==> config.mk <==
export PLATFORM = sky130hd
export DESIGN_NAME = ehc_queue
export DESIGN_NICKNAME = d
export VERILOG_FILES = /design/src/rtl/ehc_pkg.sv /design/src/rtl/ehc_queue.sv
export SDC_FILE = /design/constraint.sdc
export NUM_CORES = 1
export LEC_CHECK = 0
export ABC_AREA = 1
export BUFFER_PORTS_ARGS = -buffer_cell sky130_fd_sc_hd__clkbuf_2
export CAP_MARGIN = 20
export CORE_ASPECT_RATIO = 1.2
export CORE_MARGIN = 2
export CORE_UTILIZATION = 30
export DETAILED_ROUTE_END_ITERATION = 16
export PLACE_DENSITY_LB_ADDON = 0.15
export RECOVER_POWER = 100
export SYNTH_ARGS = -nofsm -noshare
export SYNTH_HDL_FRONTEND = slang
export SYNTH_SLANG_ARGS = --single-unit
==> constraint.sdc <==
create_clock -name clk_i -period 1.5 [get_ports clk_i]
set_input_delay 0 -clock clk_i [delete_from_list [all_inputs] [get_ports clk_i]]
set_output_delay 0 -clock clk_i [all_outputs]
set_load 0.01 [all_outputs]
==> src/rtl/ehc_pkg.sv <==
package ehc_pkg;

  localparam int unsigned MAX_BINS    = 256;
  localparam int unsigned SAMPLE_BITS = 16;
  localparam int unsigned BIN_W       = $clog2(MAX_BINS);
  localparam int unsigned NB_W        = BIN_W + 1;
  localparam int unsigned IDX_W       = 8;
  localparam int unsigned CNT_W       = 32;
  localparam int unsigned PROD_W      = SAMPLE_BITS + NB_W;
  localparam int unsigned ITER_W      = $clog2(BIN_W);
  localparam int unsigned QDEPTH      = 2;

  typedef enum logic [1:0] {
    ACT_INSERT = 2'd0,
    ACT_CLEAR  = 2'd1,
    ACT_READ   = 2'd2,
    ACT_NONE   = 2'd3
  } action_e;

  typedef enum logic [1:0] {
    ST_OK   = 2'd0,
    ST_DROP = 2'd1,
    ST_SAT  = 2'd2,
    ST_BAD  = 2'd3
  } status_e;

  typedef enum logic [1:0] {
    REG_LOW   = 2'd0,
    REG_HIGH  = 2'd1,
    REG_NBINS = 2'd2
  } reg_e;

  typedef enum logic [2:0] {
    OP_INSERT = 3'd0,
    OP_READ   = 3'd1,
    OP_CLEAR  = 3'd2,
    OP_DROP   = 3'd3,
    OP_BAD    = 3'd4,
    OP_NOP    = 3'd5
  } op_e;

  typedef struct packed {
    op_e              op;
    logic [IDX_W-1:0] bin;
  } entry_t;

endpackage

==> src/rtl/ehc_queue.sv <==
module ehc_queue (
  input  logic            clk_i,
  input  logic            rst_ni,
  input  logic            push_i,
  input  ehc_pkg::entry_t entry_i,
  input  logic            pop_i,
  output ehc_pkg::entry_t head_o,
  output logic            empty_o,
  output logic            full_o
);

  localparam int unsigned PTR_W = (ehc_pkg::QDEPTH > 1) ? $clog2(ehc_pkg::QDEPTH) : 1;
  localparam int unsigned CNT_W = $clog2(ehc_pkg::QDEPTH + 1);

  ehc_pkg::entry_t  slot_q [ehc_pkg::QDEPTH];
  logic [PTR_W-1:0] wptr_q, wptr_d, rptr_q, rptr_d;
  logic [CNT_W-1:0] fill_q, fill_d;

  function automatic logic [PTR_W-1:0] bump(input logic [PTR_W-1:0] p);
    bump = (p == PTR_W'(ehc_pkg::QDEPTH - 1)) ? '0 : p + PTR_W'(1);
  endfunction

  always_comb begin
    wptr_d = push_i ? bump(wptr_q) : wptr_q;
    rptr_d = pop_i ? bump(rptr_q) : rptr_q;
    fill_d = fill_q;
    if (push_i && !pop_i) begin
      fill_d = fill_q + CNT_W'(1);
    end else if (pop_i && !push_i) begin
      fill_d = fill_q - CNT_W'(1);
    end
  end

  always_ff @(posedge clk_i or negedge rst_ni) begin
    if (!rst_ni) begin
      wptr_q <= '0;
      rptr_q <= '0;
      fill_q <= '0;
    end else begin
      wptr_q <= wptr_d;
      rptr_q <= rptr_d;
      fill_q <= fill_d;
    end
  end

  always_ff @(posedge clk_i) begin
    if (push_i) begin
      slot_q[wptr_q] <= entry_i;
    end
  end

  assign head_o  = slot_q[rptr_q];
  assign empty_o = (fill_q == '0);
  assign full_o  = (fill_q == CNT_W'(ehc_pkg::QDEPTH));

endmodule

==> impl_metrics.yaml <==
timing:
  period_share_pct: 89.56
  fmax_ghz: 0.7444
  fin_skew_ns: 0.006479
  drv_slew: 0
  setup_tns_ns: 0
  hold_violations: 0
  tightest_slew_ns: 0.4174
  period_needed_ns: 1.343
  setup_ws_ns: 0.1566
  relSlewSlack_pct: 72.14
  grt_setup_unrepaired: "false"
  finalSetupViolations: 0
routing:
  drt_pass1_iterations: 3
  dr.first_iter.drc_count: 11
  routed_wl_mm: 1.601
  ant_nets: 0
  routed_via_density: 4.170
  drc: 0
  wire_per_inst_um: 11.35
  routed-via-count: 588
run_status:
  outcome: "finished clean"
finish:
  syn_to_final_growth_pct: 31.40
  finish.instance_area_mm2: 0.001361
  ff_latch_area_um2: 760.7
  layout_common_cells: "edfxtp_1 (22), clkbuf_1 (16), dlygate4sd3_1 (14)"
  drive_gt1_share_pct: 21.15
  final_common_cell: "edfxtp_1"
  antenna_cells: 0
  multi_input_comb_area_um2: 219.0
  fillers: 328
  final_net_count: 122
global_routing:
  grt.met1_usage_pct: 11.00
  grt_max_degree: 14
  grt_util_all_layers_pct: 9.297
  grtUsageMet2_pct: 15.91
  use_met3_pct: 2.268
  grt_pass1_wl_mm: 2.732
  grt_pass1_vias: 615
  grt-busiest-layer: "met2"
  antenna_found_initial: 0
  grt_overflow: 0
cts:
  clkTransAtPathRegs_ns: 0.08
  cts_made_buffers: 3
  clk_latency_ns: 0.26
  cts_max_level: 1
  clock-root-buffer: "clkbuf_8"
  ctsLongestPathBuffers: 2
  ctsResizeCount: 0
  cts_sinks: 26
  cts_tree: "done"
critical_path:
  cp_slowest_cell: "dfrtp_1"
  worst-setup-path-type: "flop to output port"
  worstSetupStartpointType: "flop"
  rr_worst_depth: 2
  cp-end-kind: "output port"
  cpPeakStageDelay_ns: 0.37
  worstPathRequired_ns: 1.50
  r2r-start: "wptr_q"
  cp_max_fo: 11
  cp.arrival_ns: 1.34
  cp_cell_sequence: "buf_4 > mux2_1 > clkbuf_2"
  timing.rr.end: "slot_q[0][7]"
  ff2ff_setup_slack_ns: 0.38
die:
  fp-row-count: 23
  initial_core_util_pct: 31.30
  die_w_um: 57.65
  die_h_um: 68.38
  ioPinCount: 28
  design.core.area_mm2: 0.003309
  die_area_mm2: 0.003941
yosys:
  synthMuxAreaShare_pct: 15.22
  synth.top_cell.area_share_pct: 63.77
  yosysWarningCount: 0
  avgSynthCellArea_um2: 17.56
  synthCells: 59
  synth-compound-area-share_pct: 0
  synth_top_family_by_area: "multiplexers"
  synth-simple-area-share_pct: 3.986
  synthAdderAreaFrac_pct: 1.208
  ys_seq_area_share_pct: 73.43
  syn_nets: 75
  synth_cell_types: 13
  synth-xor-area-share_pct: 2.536
  ys_seq_elements: 26
  synthTopCellsByArea: "edfxtp_1 (64%), mux2_4 (13%), dfrtp_1 (9.7%), inv_1 (2.5%), mux2_2 (2.2%)"
  synth_top_cell_by_area: "edfxtp_1"
  synth_area_mm2: 0.001036
placed_design:
  place_ws_ns: 0.3881
  port_buffers: 27
  place_congestion: 0.6193
  placed_area_mm2: 0.001221
power_and_ir_drop:
  share_comb_of_total_power_pct: 32.5
  power_leakage_nw: 0.5460
  power_frac_seq_pct: 50.1
  ir_drop_mv: 0.7275
  power.total_mw: 2.096
  p_int_mw: 1.480
  clockPowerShare_pct: 17.4
  p_switching_mw: 0.6152
  power_density_mw_per_mm2: 1539
  p_sw_share_pct: 29.36
hold_path:
  min_path_type: "input port to async pin"
flow_run:
  drv_cap: 0
==> power groups by stage <==
stage	Sequential (mW)	Combinational [mW]	Clock (mW)
2_1_floorplan	1.05	0.529	0
3_3_place_gp	1.06	0.759	0
3_5_place_dp	1.07	0.762	0
4_1_cts	1.06	0.792	0.375
5_1_grt	1.08	0.756	0.410
6_report	1.05	0.680	0.365
==> per-layer routing <==
layer	vias up	share of wire, %
met3	2	4.9
met1	274	45
met2	16	49
met5	-	0
li1	296	-
met4	0	1.1
==> synth_stat cells <==
library cell / instances
mux2_4: 9
nand2_1: 5
edfxtp_1: 22
xor2_1: 2
mux2_2: 2
nand4_1: 1
nand3_1: 1
nor2_1: 3
dfrtp_1: 4
buf_6: 1
xnor2_1: 1
ha_1: 1
inv_1: 7
==> area by class of cell <==
| class | instances | share of cell area [%] |
|---|---|---|
| flip-flops and latches | 26 | 55.88 |
| well taps | 37 | 3.401 |
| multi-input cells | 25 | 16.08 |
| clock buffers | 3 | 3.033 |
| inverters | 7 | 1.930 |
| repair buffers | 43 | 19.67 |
==> registers in the layout, indices dropped and copies added (netlist names) <==
name and cells:
fill_q 2, rptr_q 1, slot_q 22, wptr_q 1
==> cells by family after synthesis <==
family | count (synthesis)
buf+inv | 8
mux | 11
xor+xnor | 3
fa+ha+maj | 1
simple gates | 10
flops | 26
==> stage by stage <==
stage	std cells	utilization (%)	hold slack, ns
finish	141	41.13	0.1050
CTS	141	42.38	0.07167
global route	141	41.13	0.1313
global placement	124	36.90	-0.1849
detailed placement	124	36.90	-0.1807
floorplan	59	-	-0.2956
==> worst max-delay path: cells and delay by family (launching register included) <==
kind | cells | cell delay [ns]
buffers and inverters | 2 | 0.35
DFF | 1 | 0.37
muxes | 1 | 0.36
==> timing repair <==
action                                 4_1_cts  5_1_grt
setup buffers                                0        0
hold buffers                                14        0
endpoints found under the hold margin       28        0
==> worst max path at each step <==
stage                         endpoint  slack [ns]  cells after the start  startpoint
final                        head_o[6]        0.16                      3      rptr_q
after CTS                    head_o[3]        0.12                      3      rptr_q
after global routing         head_o[6]        0.08                      3      rptr_q
after detailed placement  slot_q[1][9]        0.39                      2      wptr_q
after global placement    slot_q[1][8]        0.40                      2      wptr_q
after floorplan           slot_q[0][0]        0.22                      1      wptr_q
(Power assumes the default switching activity.)
