## src/rtl/ehc_pkg.sv

```systemverilog
package ehc_pkg;

  localparam int unsigned MAX_BINS    = 256;
  localparam int unsigned SAMPLE_BITS = 16;
  localparam int unsigned BIN_W       = $clog2(MAX_BINS);
  localparam int unsigned NB_W        = BIN_W + 1;
  localparam int unsigned IDX_W       = 8;
  localparam int unsigned CNT_W       = 32;
  localparam int unsigned PROD_W      = SAMPLE_BITS + NB_W;
  localparam int unsigned ITER_W      = $clog2(BIN_W);
  localparam int unsigned QDEPTH      = 2;

  typedef enum logic [1:0] {
    ACT_INSERT = 2'd0,
    ACT_CLEAR  = 2'd1,
    ACT_READ   = 2'd2,
    ACT_NONE   = 2'd3
  } action_e;

  typedef enum logic [1:0] {
    ST_OK   = 2'd0,
    ST_DROP = 2'd1,
    ST_SAT  = 2'd2,
    ST_BAD  = 2'd3
  } status_e;

  typedef enum logic [1:0] {
    REG_LOW   = 2'd0,
    REG_HIGH  = 2'd1,
    REG_NBINS = 2'd2
  } reg_e;

  typedef enum logic [2:0] {
    OP_INSERT = 3'd0,
    OP_READ   = 3'd1,
    OP_CLEAR  = 3'd2,
    OP_DROP   = 3'd3,
    OP_BAD    = 3'd4,
    OP_NOP    = 3'd5
  } op_e;

  typedef struct packed {
    op_e              op;
    logic [IDX_W-1:0] bin;
  } entry_t;

endpackage

```

## src/rtl/ehc_front.sv

```systemverilog
module ehc_front (
  input  logic                                   clk_i,
  input  logic                                   rst_ni,
  input  logic                                   start_i,
  input  logic [1:0]                             action_i,
  input  logic signed [ehc_pkg::SAMPLE_BITS-1:0] sample_i,
  input  logic [ehc_pkg::IDX_W-1:0]              read_bin_i,
  input  logic signed [ehc_pkg::SAMPLE_BITS-1:0] range_low_i,
  input  logic signed [ehc_pkg::SAMPLE_BITS-1:0] range_high_i,
  input  logic [ehc_pkg::NB_W-1:0]               nbins_i,
  input  logic                                   full_i,
  output logic                                   busy_o,
  output logic                                   push_o,
  output ehc_pkg::entry_t                        entry_o
);

  localparam int unsigned SB = ehc_pkg::SAMPLE_BITS;
  localparam int unsigned BW = ehc_pkg::BIN_W;

  typedef enum logic [4:0] {
    F_IDLE = 5'b00001,
    F_CALC = 5'b00010,
    F_PREP = 5'b00100,
    F_DIV  = 5'b01000,
    F_PUSH = 5'b10000
  } fstate_e;

  fstate_e                            state_q, state_d;
  ehc_pkg::action_e                   act_q, act_d;
  logic signed [SB-1:0]               sample_q, sample_d;
  logic [ehc_pkg::IDX_W-1:0]          rbin_q, rbin_d;
  logic [ehc_pkg::PROD_W-1:0]         prod_q, prod_d;
  logic [SB-1:0]                      span_q, span_d;
  logic [SB-1:0]                      rem_q, rem_d;
  logic [BW-1:0]                      numlo_q, numlo_d;
  logic [BW-1:0]                      quot_q, quot_d;
  logic [ehc_pkg::ITER_W-1:0]         iter_q, iter_d;
  ehc_pkg::entry_t                    entry_q, entry_d;

  logic signed [SB:0]                 x_ext, lo_ext, hi_ext, d_full, span_full;
  logic [SB-1:0]                      d_val;
  logic                               drop;
  logic [ehc_pkg::PROD_W-1:0]         num;
  logic [SB:0]                        trial, trial_sub;
  logic                               ge;
  logic [BW-1:0]                      q_next;

  always_comb begin
    x_ext     = {sample_q[SB-1], sample_q};
    lo_ext    = {range_low_i[SB-1], range_low_i};
    hi_ext    = {range_high_i[SB-1], range_high_i};
    d_full    = x_ext - lo_ext;
    span_full = hi_ext - lo_ext;
    d_val     = d_full[SB-1:0];
    drop      = (range_high_i <= range_low_i) || (sample_q < range_low_i)
             || (sample_q > range_high_i);
    num       = prod_q - ehc_pkg::PROD_W'(1);
    trial     = {rem_q, numlo_q[BW-1]};
    trial_sub = trial - {1'b0, span_q};
    ge        = trial >= {1'b0, span_q};
    q_next    = {quot_q[BW-2:0], ge};
  end

  always_comb begin
    state_d  = state_q;
    act_d    = act_q;
    sample_d = sample_q;
    rbin_d   = rbin_q;
    prod_d   = prod_q;
    span_d   = span_q;
    rem_d    = rem_q;
    numlo_d  = numlo_q;
    quot_d   = quot_q;
    iter_d   = iter_q;
    entry_d  = entry_q;
    unique case (state_q)
      F_IDLE: begin
        if (start_i) begin
          act_d    = ehc_pkg::action_e'(action_i);
          sample_d = sample_i;
          rbin_d   = read_bin_i;
          state_d  = F_CALC;
        end
      end
      F_CALC: begin
        span_d  = span_full[SB-1:0];
        prod_d  = ehc_pkg::PROD_W'(d_val) * ehc_pkg::PROD_W'(nbins_i);
        state_d = F_PUSH;
        unique case (act_q)
          ehc_pkg::ACT_INSERT: begin
            if (drop) begin
              entry_d = '{op: ehc_pkg::OP_DROP, bin: '0};
            end else if (d_val == '0) begin
              entry_d = '{op: ehc_pkg::OP_INSERT, bin: '0};
            end else begin
              state_d = F_PREP;
            end
          end
          ehc_pkg::ACT_CLEAR: begin
            entry_d = '{op: ehc_pkg::OP_CLEAR, bin: '0};
          end
          ehc_pkg::ACT_READ: begin
            if (ehc_pkg::NB_W'(rbin_q) >= nbins_i) begin
              entry_d = '{op: ehc_pkg::OP_BAD, bin: rbin_q};
            end else begin
              entry_d = '{op: ehc_pkg::OP_READ, bin: rbin_q};
            end
          end
          default: begin
            entry_d = '{op: ehc_pkg::OP_NOP, bin: '0};
          end
        endcase
      end
      F_PREP: begin
        rem_d   = num[BW+SB-1:BW];
        numlo_d = num[BW-1:0];
        quot_d  = '0;
        iter_d  = '0;
        state_d = F_DIV;
      end
      F_DIV: begin
        rem_d   = ge ? trial_sub[SB-1:0] : trial[SB-1:0];
        numlo_d = {numlo_q[BW-2:0], 1'b0};
        quot_d  = q_next;
        iter_d  = iter_q + ehc_pkg::ITER_W'(1);
        if (iter_q == ehc_pkg::ITER_W'(BW - 1)) begin
          entry_d = '{op: ehc_pkg::OP_INSERT, bin: ehc_pkg::IDX_W'(q_next)};
          state_d = F_PUSH;
        end
      end
      F_PUSH: begin
        if (!full_i) begin
          state_d = F_IDLE;
        end
      end
      default: begin
        state_d = F_IDLE;
      end
    endcase
  end

  always_ff @(posedge clk_i or negedge rst_ni) begin
    if (!rst_ni) begin
      state_q <= F_IDLE;
      iter_q  <= '0;
    end else begin
      state_q <= state_d;
      iter_q  <= iter_d;
    end
  end

  always_ff @(posedge clk_i) begin
    act_q    <= act_d;
    sample_q <= sample_d;
    rbin_q   <= rbin_d;
    prod_q   <= prod_d;
    span_q   <= span_d;
    rem_q    <= rem_d;
    numlo_q  <= numlo_d;
    quot_q   <= quot_d;
    entry_q  <= entry_d;
  end

  assign busy_o  = (state_q != F_IDLE);
  assign push_o  = (state_q == F_PUSH) && !full_i;
  assign entry_o = entry_q;

endmodule

```

## config.mk

```make
export PLATFORM = sky130hd
export DESIGN_NAME = ehc_front
export DESIGN_NICKNAME = d
export VERILOG_FILES = /design/src/rtl/ehc_pkg.sv /design/src/rtl/ehc_front.sv
export SDC_FILE = /design/constraint.sdc
export NUM_CORES = 1
export LEC_CHECK = 0
export BUFFER_PORTS_ARGS = -buffer_cell sky130_fd_sc_hd__buf_2
export CAP_MARGIN = 20
export CELL_PAD_IN_SITES_DETAIL_PLACEMENT = 0
export CELL_PAD_IN_SITES_GLOBAL_PLACEMENT = 1
export CORE_AREA = 2 2 203 205
export DETAILED_ROUTE_END_ITERATION = 6
export DIE_AREA = 0 0 205 207
export GPL_TIMING_DRIVEN = 0
export PLACE_DENSITY_LB_ADDON = 0.1
export REMOVE_ABC_BUFFERS = 1
export SLEW_MARGIN = 10
export SYNTH_ARGS = -nofsm -noshare
export SYNTH_HDL_FRONTEND = slang
export SYNTH_SLANG_ARGS = --single-unit
```

## constraint.sdc

```tcl
create_clock -name clk_i -period 9.8 [get_ports clk_i]
set_input_delay 0.49 -clock clk_i [delete_from_list [all_inputs] [get_ports clk_i]]
set_output_delay 0.49 -clock clk_i [all_outputs]
set_load 0.005 [all_outputs]
```

==> run metrics <==
fin. max-slew vios=0; Vias=9,010; CP Capture Type=flop; startpoint types=flop; first-pass detailed-route iteration total=5; die width=205 um; post-synthesis sequential area ratio=28.8%; Least-Margin Pin Slew=909 ps; GPL Wtd Cong=0.810; Max Fanout on Critical Path=8; hold crit path type=input port to flop; I/O Buffers=83; maximum capacitance violations=0; CTS H-tree depth=4; Initial Util=29.6%; Main synth FF type=edfxtp_1; Setup Skew=18.7 ps; worst hold slack=222 ps; critical path class=flop to flop; Fmax=136 MHz; #FFs+latches synth=116; largest net degree at the start of global routing=34; FFs w/ async S/R, synth=6.90%; Final period util=75.1%; Clock transition at path regs=60 ps; Rows=74; Setup TNS=0 ps; root buf cell=clkbuf_16; Total GRT Usage=16.6%; critical path required time=9970 ps; Synth area leader=edfxtp_1; DP HPWL=26,900 um; first-pass GRT wire length=54,000 um; antenna violations before repair=1; EDFF count, synth=108; cell with the most instances after synthesis=inv_1; cells after synthesis=1,268; share of cells above drive strength 1=10.7%; Layout Nets=1,641; status=finished, final reports clean; Mean Syn Cell Area=9.42 sq um; Synth top area share=27.1%; worst-case clock buffer depth=2; RSZ-0062 raised after global routing=no; Inserted Clock Buffers=17; Slew headroom=38.4%; mapped cell area=11,900 sq um; Worst-Skew Late Latency=440 ps; DR WL/cell=17.7 um; DIE HEIGHT=207 um; CTS resizes=0; Hold Violations, Final=0; die area=42,400 sq um; CTS Sinks=116; core area=40,400 sq um; Arr. time, crit path=7530 ps; drt drc=0; ranking of synthesized cells by area=edfxtp_1, fa_1, ha_1; remaining antenna violation count=0; grt total ovfl=0; Synth top cells by count=inv_1, nand2_1, ha_1; endpoints failing setup=0; Vias/cell=4.75; CTS tree=done; initial detailed-routing violation count=450; antenna diode count=0; vias in the first global route=9,321; Layout area overhead=14.4%; WL final=33,600 um; I/O pin count=84; yosys warns=0; minimum clock period=7360 ps; unique cell type count in the Yosys netlist=68
-- per-stage QoR --
stage               cells  area, sq um  utilization, %  worst slack, ps
CTS                  1893        13700            33.8             2330
global route         1895        13700            33.9             1910
global placement     1852        12900            32.0             1860
floorplan            1237        11800               -             3430
detailed placement   1861        13100            32.5             2110
finish               1895        13700            33.9             2440
-- flip-flops by register name (all words and copies together), names as in the netlist --
signal    count
act_q         2
entry_o      11
iter_q        3
numlo_q       8
prod_q       24
quot_q        7
rbin_q        8
rem_q        16
sample_q     16
span_q       16
state_q       5
-- critical path, stage by stage, from the launching register on --
cell	delay [ps]
edfxtp_1	340
inv_1	60
ha_1	200
fa_1	430
nor2b_1	220
o2111ai_1	300
a31oi_1	510
nor2_1	100
xnor2_1	430
buf_4	280
nand2_1	90
fa_1	500
inv_1	60
fa_1	470
fa_1	500
inv_1	60
fa_1	530
inv_1	50
ha_1	240
or4_1	570
o221a_2	260
o21ai_1	290
a21o_1	240
nand2b_1	70
a21oi_1	170
xnor2_1	130
-- path summary, 6_finish.rpt --
path	from	end	slack, ps	cells past startpoint
setup / recovery	sample_q[0]	prod_q[17]	2440	25
hold / removal	read_bin_i[0]	rbin_q[0]	220	1
setup reg to reg	sample_q[0]	prod_q[17]	2440	25
hold reg to reg	iter_q[0]	iter_q[0]	490	1
max in group asynchronous	rst_ni	state_q[0]	9110	2
min in group asynchronous	rst_ni	iter_q[1]	440	2
-- cells in the final DEF, fill, tap and decap left out, types with 23 or more instances in the layout --
| master | n |
|---|---|
| inv_1 | 204 |
| nor3_1 | 26 |
| a21o_1 | 28 |
| ha_1 | 118 |
| xor2_1 | 23 |
| xnor2_1 | 43 |
| buf_2 | 84 |
| fa_1 | 101 |
| nor2_1 | 76 |
| o21ai_0 | 29 |
| nand2_1 | 127 |
| edfxtp_1 | 108 |
| and2_1 | 60 |
| a21oi_1 | 59 |
-- kinds of logic after synthesis --
group	after synthesis	synth area share, %
AOI/OAI and AO/OA	212	11.6
adders and majority gates	219	29.3
DFF	116	28.8
buffers and inverters	237	7.47
and+or+nand+nor	399	16.5
muxes	14	1.18
xor gates and xnor gates	71	5.20
-- what timing repair did --
action / CTS / global route
hold endpoints to repair: 7 / 0
setup buffers: 0 / 0
setup endpoints to repair: 0 / 0
hold buffers: 1 / 0
-- area by class of cell --
| class | count | area, sq um |
|---|---|---|
| repair buffers | 95 | 573 |
| multi-input cells | 915 | 7670 |
| inverters | 206 | 773 |
| clock inverters | 13 | 118 |
| clock buffers | 18 | 429 |
| flip-flops and latches | 116 | 3440 |
| fillers | 4281 | 26700 |
| well taps | 532 | 666 |
-- layer usage --
| layer | track usage [%] | part of all wire [%] | wire (um) |
|---|---|---|---|
| met1 | 23.7 | 50 | 16800 |
| met2 | 26.2 | 46 | 15400 |
| met3 | 2.39 | 2.6 | 886 |
| met4 | 4.49 | 1.4 | 483 |
| met5 | 0 | 0 | 0 |
Power is left out: the tool's default activity adds up to more than one toggle a clock period on the data nets, which glitch-free logic cannot reach.
